### src/assert_macros.svh
// Assertion macros for the rate limiter RTL.
// Depends on nothing; included by the modules that assert.
`ifndef ASSERT_MACROS_SVH
`define ASSERT_MACROS_SVH

// Check a property on every rising clock edge outside reset.
`define ASSERT_CLK(label, clk, rst, prop, msg) \
   label: assert property (@(posedge clk) disable iff (rst) prop) else $error(msg);

// Check a property on every rising clock edge, reset included.
`define ASSERT_ALWAYS(label, clk, prop, msg) \
   label: assert property (@(posedge clk) prop) else $error(msg);

`endif

### src/pwrl_pkg.sv
// Package of the per-id window rate limiter: field widths, codes and
// controller/datapath interface types. No dependencies.
`timescale 1ns / 1ps

package pwrl_pkg;

   localparam int ID_W    = 32;
   localparam int TIME_W  = 32;
   localparam int CFG_W   = 16;
   localparam int VERD_W  = 2;
   localparam int REQ_DW  = ID_W + TIME_W;
   localparam int RSP_DW  = 8;
   localparam int CSR_AW  = 1;

   localparam logic [CFG_W-1:0] MAX_REQUESTS_RESET   = 16'd1000;
   localparam logic [CFG_W-1:0] WINDOW_SECONDS_RESET = 16'd60;

   localparam logic [CSR_AW-1:0] CSR_MAX_REQUESTS   = 1'b0;
   localparam logic [CSR_AW-1:0] CSR_WINDOW_SECONDS = 1'b1;

   localparam logic [VERD_W-1:0] VERDICT_ALLOWED = 2'd0;
   localparam logic [VERD_W-1:0] VERDICT_LIMITED = 2'd1;
   localparam logic [VERD_W-1:0] VERDICT_FULL    = 2'd2;

   typedef struct packed {
      logic [TIME_W-1:0] win_base;
      logic [CFG_W-1:0]  allowance;
      logic [ID_W-1:0]   id;
   } entry_type;

   typedef struct packed {
      logic start;
      logic advance;
      logic commit_hit;
      logic commit_miss;
   } cmd_type;

   typedef struct packed {
      logic hit;
      logic scan_done;
      logic rsp_free;
   } status_type;

endpackage

### src/pwrl_ctrl.sv
// Controller of the rate limiter: takes a request, steps the table scan
// and commits the verdict. Depends on pwrl_pkg.
`timescale 1ns / 1ps

module pwrl_ctrl (
   input  logic                  clock,
   input  logic                  reset,
   input  logic                  req_tvalid,
   output logic                  req_tready,
   input  pwrl_pkg::status_type  status,
   output pwrl_pkg::cmd_type     cmd
);

   typedef enum logic [1:0] {
      ST_IDLE = 2'b01,
      ST_SCAN = 2'b10
   } state_type;

   state_type state_ff, state_in;

   assign req_tready = (state_ff == ST_IDLE);

   always_comb begin
      state_in = state_ff;
      cmd      = '0;
      case (state_ff)
         ST_IDLE: begin
            if (req_tvalid) begin
               cmd.start = 1'b1;
               state_in  = ST_SCAN;
            end
         end
         ST_SCAN: begin
            if (status.hit || status.scan_done) begin
               // hold the scan until the result slot is free
               if (status.rsp_free) begin
                  cmd.commit_hit  = status.hit;
                  cmd.commit_miss = !status.hit;
                  state_in        = ST_IDLE;
               end
            end else begin
               cmd.advance = 1'b1;
            end
         end
         default: begin
            state_in = ST_IDLE;
         end
      endcase
   end

   always_ff @(posedge clock) begin
      if (reset) begin
         state_ff <= ST_IDLE;
      end else begin
         state_ff <= state_in;
      end
   end

endmodule

### config.mk
export PLATFORM = sky130hd
export DESIGN_NAME = pwrl_ctrl
export DESIGN_NICKNAME = d
export VERILOG_FILES = /design/src/assert_macros.svh /design/src/pwrl_pkg.sv /design/src/pwrl_ctrl.sv
export SDC_FILE = /design/constraint.sdc
export NUM_CORES = 1
export LEC_CHECK = 0
export ABC_AREA = 1
export BUFFER_PORTS_ARGS = -buffer_cell sky130_fd_sc_hd__buf_2
export CAP_MARGIN = 25
export CORE_AREA = 2 2 39 41
export DETAILED_ROUTE_END_ITERATION = 10
export DIE_AREA = 0 0 41 43
export GPL_TIMING_DRIVEN = 0
export SETUP_SLACK_MARGIN = 0.5
export SYNTH_ARGS = -nofsm -noshare
export SYNTH_HDL_FRONTEND = slang
export SYNTH_SLANG_ARGS = --single-unit
### constraint.sdc
create_clock -name clock -period 0.9 [get_ports clock]
set_input_delay 0.18 -clock clock [delete_from_list [all_inputs] [get_ports clock]]
set_output_delay 0.18 -clock clock [all_outputs]
set_load 0.02 [all_outputs]
==> results.tsv <==
metric	value	unit
status	finished, violations left	
violated_checks	setup timing	
unrepaired_setup_endpoints_after_global_routing	yes	
mappedNetlistArea	144	um2
rr_endpoint	state_ff[0]$_SDFFE_PP1P_	
max_freq	849	MHz
largest_register	state_ff	
clk_sink_count	2	
layout-drive-gt1-share	0.829	
gr-total-overflow	0	
nets	49	
sequential_cell_area	42.5	um2
timing.final.crit_share	1.31	
destination_of_the_worst_hold_path	state_ff[0]$_SDFFE_PP1P_	
ys_seq_elements	2	
final_util	0.257	
worst-path-stages	5	
post-dp-hpwl	291	um
transition_at_the_pin_with_the_smallest_max_transition_slack	0.128	ns
final.setup_skew	0.000712	ns
ios	11	
worstPathArrival	1.00	ns
globalplace.congestion	0.585	
number_of_global_route_vias_before_repair	211	
worstHoldPathType	in -> reg	
clk_latency_worst_skew_pair	0.22	ns
clockRootBuffer	clkbuf_4	
layout_setup_ws	-0.278	ns
chipHeight	43	um
max-slew-margin-rel	0.914	
cts-buffers-inserted	3	
stdcell_count	57	
end_kind	output port	
final-setup-viol-count	7	
routed_wire_length_per_instance	7.40	um
cp-start-kind	register	
grt_start_max_net_pins	4	
report.final.slew_viol_count	0	
biggestRegsByFlops	state_ff (2)	
critical-path-top-delay-family	flip-flops	
regToRegSetupSlack	-0.08	ns
grt_first_pass_wirelength	683	um
floorplan.die_area	1760	um2
die_w	41	um
reg2reg_depth	7	
finalHoldViolCount	0	
grt_antenna_before_repair	0	
worst_path_largest_cell_delay	0.33	ns
r2r_start	state_ff[1]$_SDFFE_PP0P_	
core.rowCount	14	
start_util	0.104	
design.core.area	1380	um2
fin_crit	1.18	ns
area_growth	147	%
timing.setup.critical_path_class	reg -> out	
drtAntennaViolNets	0	
power_density	1210	nW/um2
number_of_unique_standard_cell_types_used_by_synthesis	9	
drt_drc_violations_left	0	
portBuffers	10	
clock_tree.buffer_depth	2	
total_negative_slack_for_setup_checks	-1.28	ns
timing.max_cap.violations	0	
postRouteWirelength	422	um
drt_first_pass_iters	2	
worstPathBufferInverterCount	3	
synth.yosys.seq_area_share	0.278	
ys.warnings.count	0	
tritoncts_clock_tree	built	
htreeDepth	1	
detailroute.via_count	196	
path_cells	inv_2 > nor2_4 > inv_2 > nor3_4 > buf_6	
critical-path-top-cell-by-count	inv_2	
largest_reg_flops	2	
power_leakage	0.192	nW
placed_cells	48	
gate_count_after_technology_mapping	22	
worst_path_max_delay_cell	dfxtp_2	
drtIter0Drc	1	
hold_path_startpoint	reset	
track_usage	0.0631	
worst-path-max-fanout	2	
clock_transition_at_path_regs	0.03	ns
via_per_inst	3.44	
multi_input_comb_area	98.8	um2
fillCellCount	156	
max-vdd-ir-drop	0.265	mV
critPathRequiredTime	0.72	ns
syn_area_per_cell	6.54	um2
synth_nets	28	
diodes	0	
postCtsHoldBufs	0	
timing.hold.worst_path_depth	3	
## worst max path at each step
stage                                  start  endpoint  slack [ns]
finish              state_ff[1]$_SDFFE_PP0P_    cmd[1]       -0.28
floorplan           state_ff[1]$_SDFFE_PP0P_    cmd[1]       0.005
detailed placement  state_ff[1]$_SDFFE_PP0P_    cmd[1]       -0.08
CTS                 state_ff[1]$_SDFFE_PP0P_    cmd[1]       -0.29
global route        state_ff[1]$_SDFFE_PP0P_    cmd[1]       -0.35
global placement    state_ff[1]$_SDFFE_PP0P_    cmd[1]       -0.07
## worst register-to-register path: stages (launching register included)
cell and delay, ns:
dfxtp_2 0.33, inv_2 0.05, nor2_4 0.09, nand2_2 0.08, buf_6 0.12, buf_6 0.10
nand3_2 0.05, nand2_2 0.06
## synth_stat cells
master,instances,share of area
nand2_2,2,0.087
inv_1,7,0.18
nand3_1,3,0.10
inv_2,2,0.052
dfxtp_1,2,0.28
nor3_2,1,0.070
nor2_1,3,0.078
nor2_4,1,0.078
nand3_2,1,0.070
## repair_timing
action                                  in CTS  in global routing
endpoints found under the setup margin       7                  7
resized for setup                           15                  2
gates cloned                                 0                  0
pin swaps                                    1                  2
buffers inserted                             5                  1
## metal layers
metal | up-vias | GRT usage | routed length (um)
li1 | 100 | - | -
met1 | 88 | 0.0414 | 140
met2 | 6 | 0.100 | 249
met3 | 2 | 0.0314 | 28
met4 | 0 | 0.0800 | 4
met5 | - | 0 | 0
## final cells by class
cell class                      count  share of cell area
Timing Repair Buffer               16               0.387
Tap cell                           16              0.0563
Multi-Input combinational cell     11               0.278
Inverter                            9              0.0951
Sequential cell                     2               0.120
Clock buffer                        3              0.0634
## logic make-up (layout without fill, tap and decap cells)
family	after synthesis	count (layout)	share of synthesized area
buffers and inverters	9	28	0.235
flip-flops	2	2	0.278
AND/OR/NAND/NOR	11	11	0.487
## report_power, final
| group | internal, W | switching (W) | leakage, nW |
|---|---|---|---|
| clock network | 0.000147 | 0.0000500 | 0.0138 |
| logic | 0.0000657 | 0.0000620 | 0.161 |
| registers | 0.0000974 | 0.00000626 | 0.0166 |
| total | 0.000310 | 0.000118 | 0.192 |
## metrics by stage
step	cell area [um2]	hold slack, ns	power (W)	setup WS (ns)
6_report	355	0.155	0.000428	-0.278
3_3_place_gp	225	0.392	0.000178	-0.0688
3_5_place_dp	225	0.392	0.000180	-0.0780
4_1_cts	340	0.154	0.000443	-0.285
5_1_grt	355	0.170	0.000454	-0.352
2_1_floorplan	155	0.301	0.000153	0.00516
## layout by cell type (no fill, tap or decap)
cell	netlist	layout
nand2_2	2	2
inv_2	2	5
nor2_4	1	2
buf_4	0	3
clkbuf_4	0	3
inv_1	7	4
nand3_2	1	1
nor2_2	0	1
dfxtp_2	0	2
nor2_1	3	1
buf_6	0	8
nand3_1	3	2
nand3_4	0	1
buf_2	0	5
nor3_4	0	1
No activity file was read; power rests on OpenSTA's default activity.
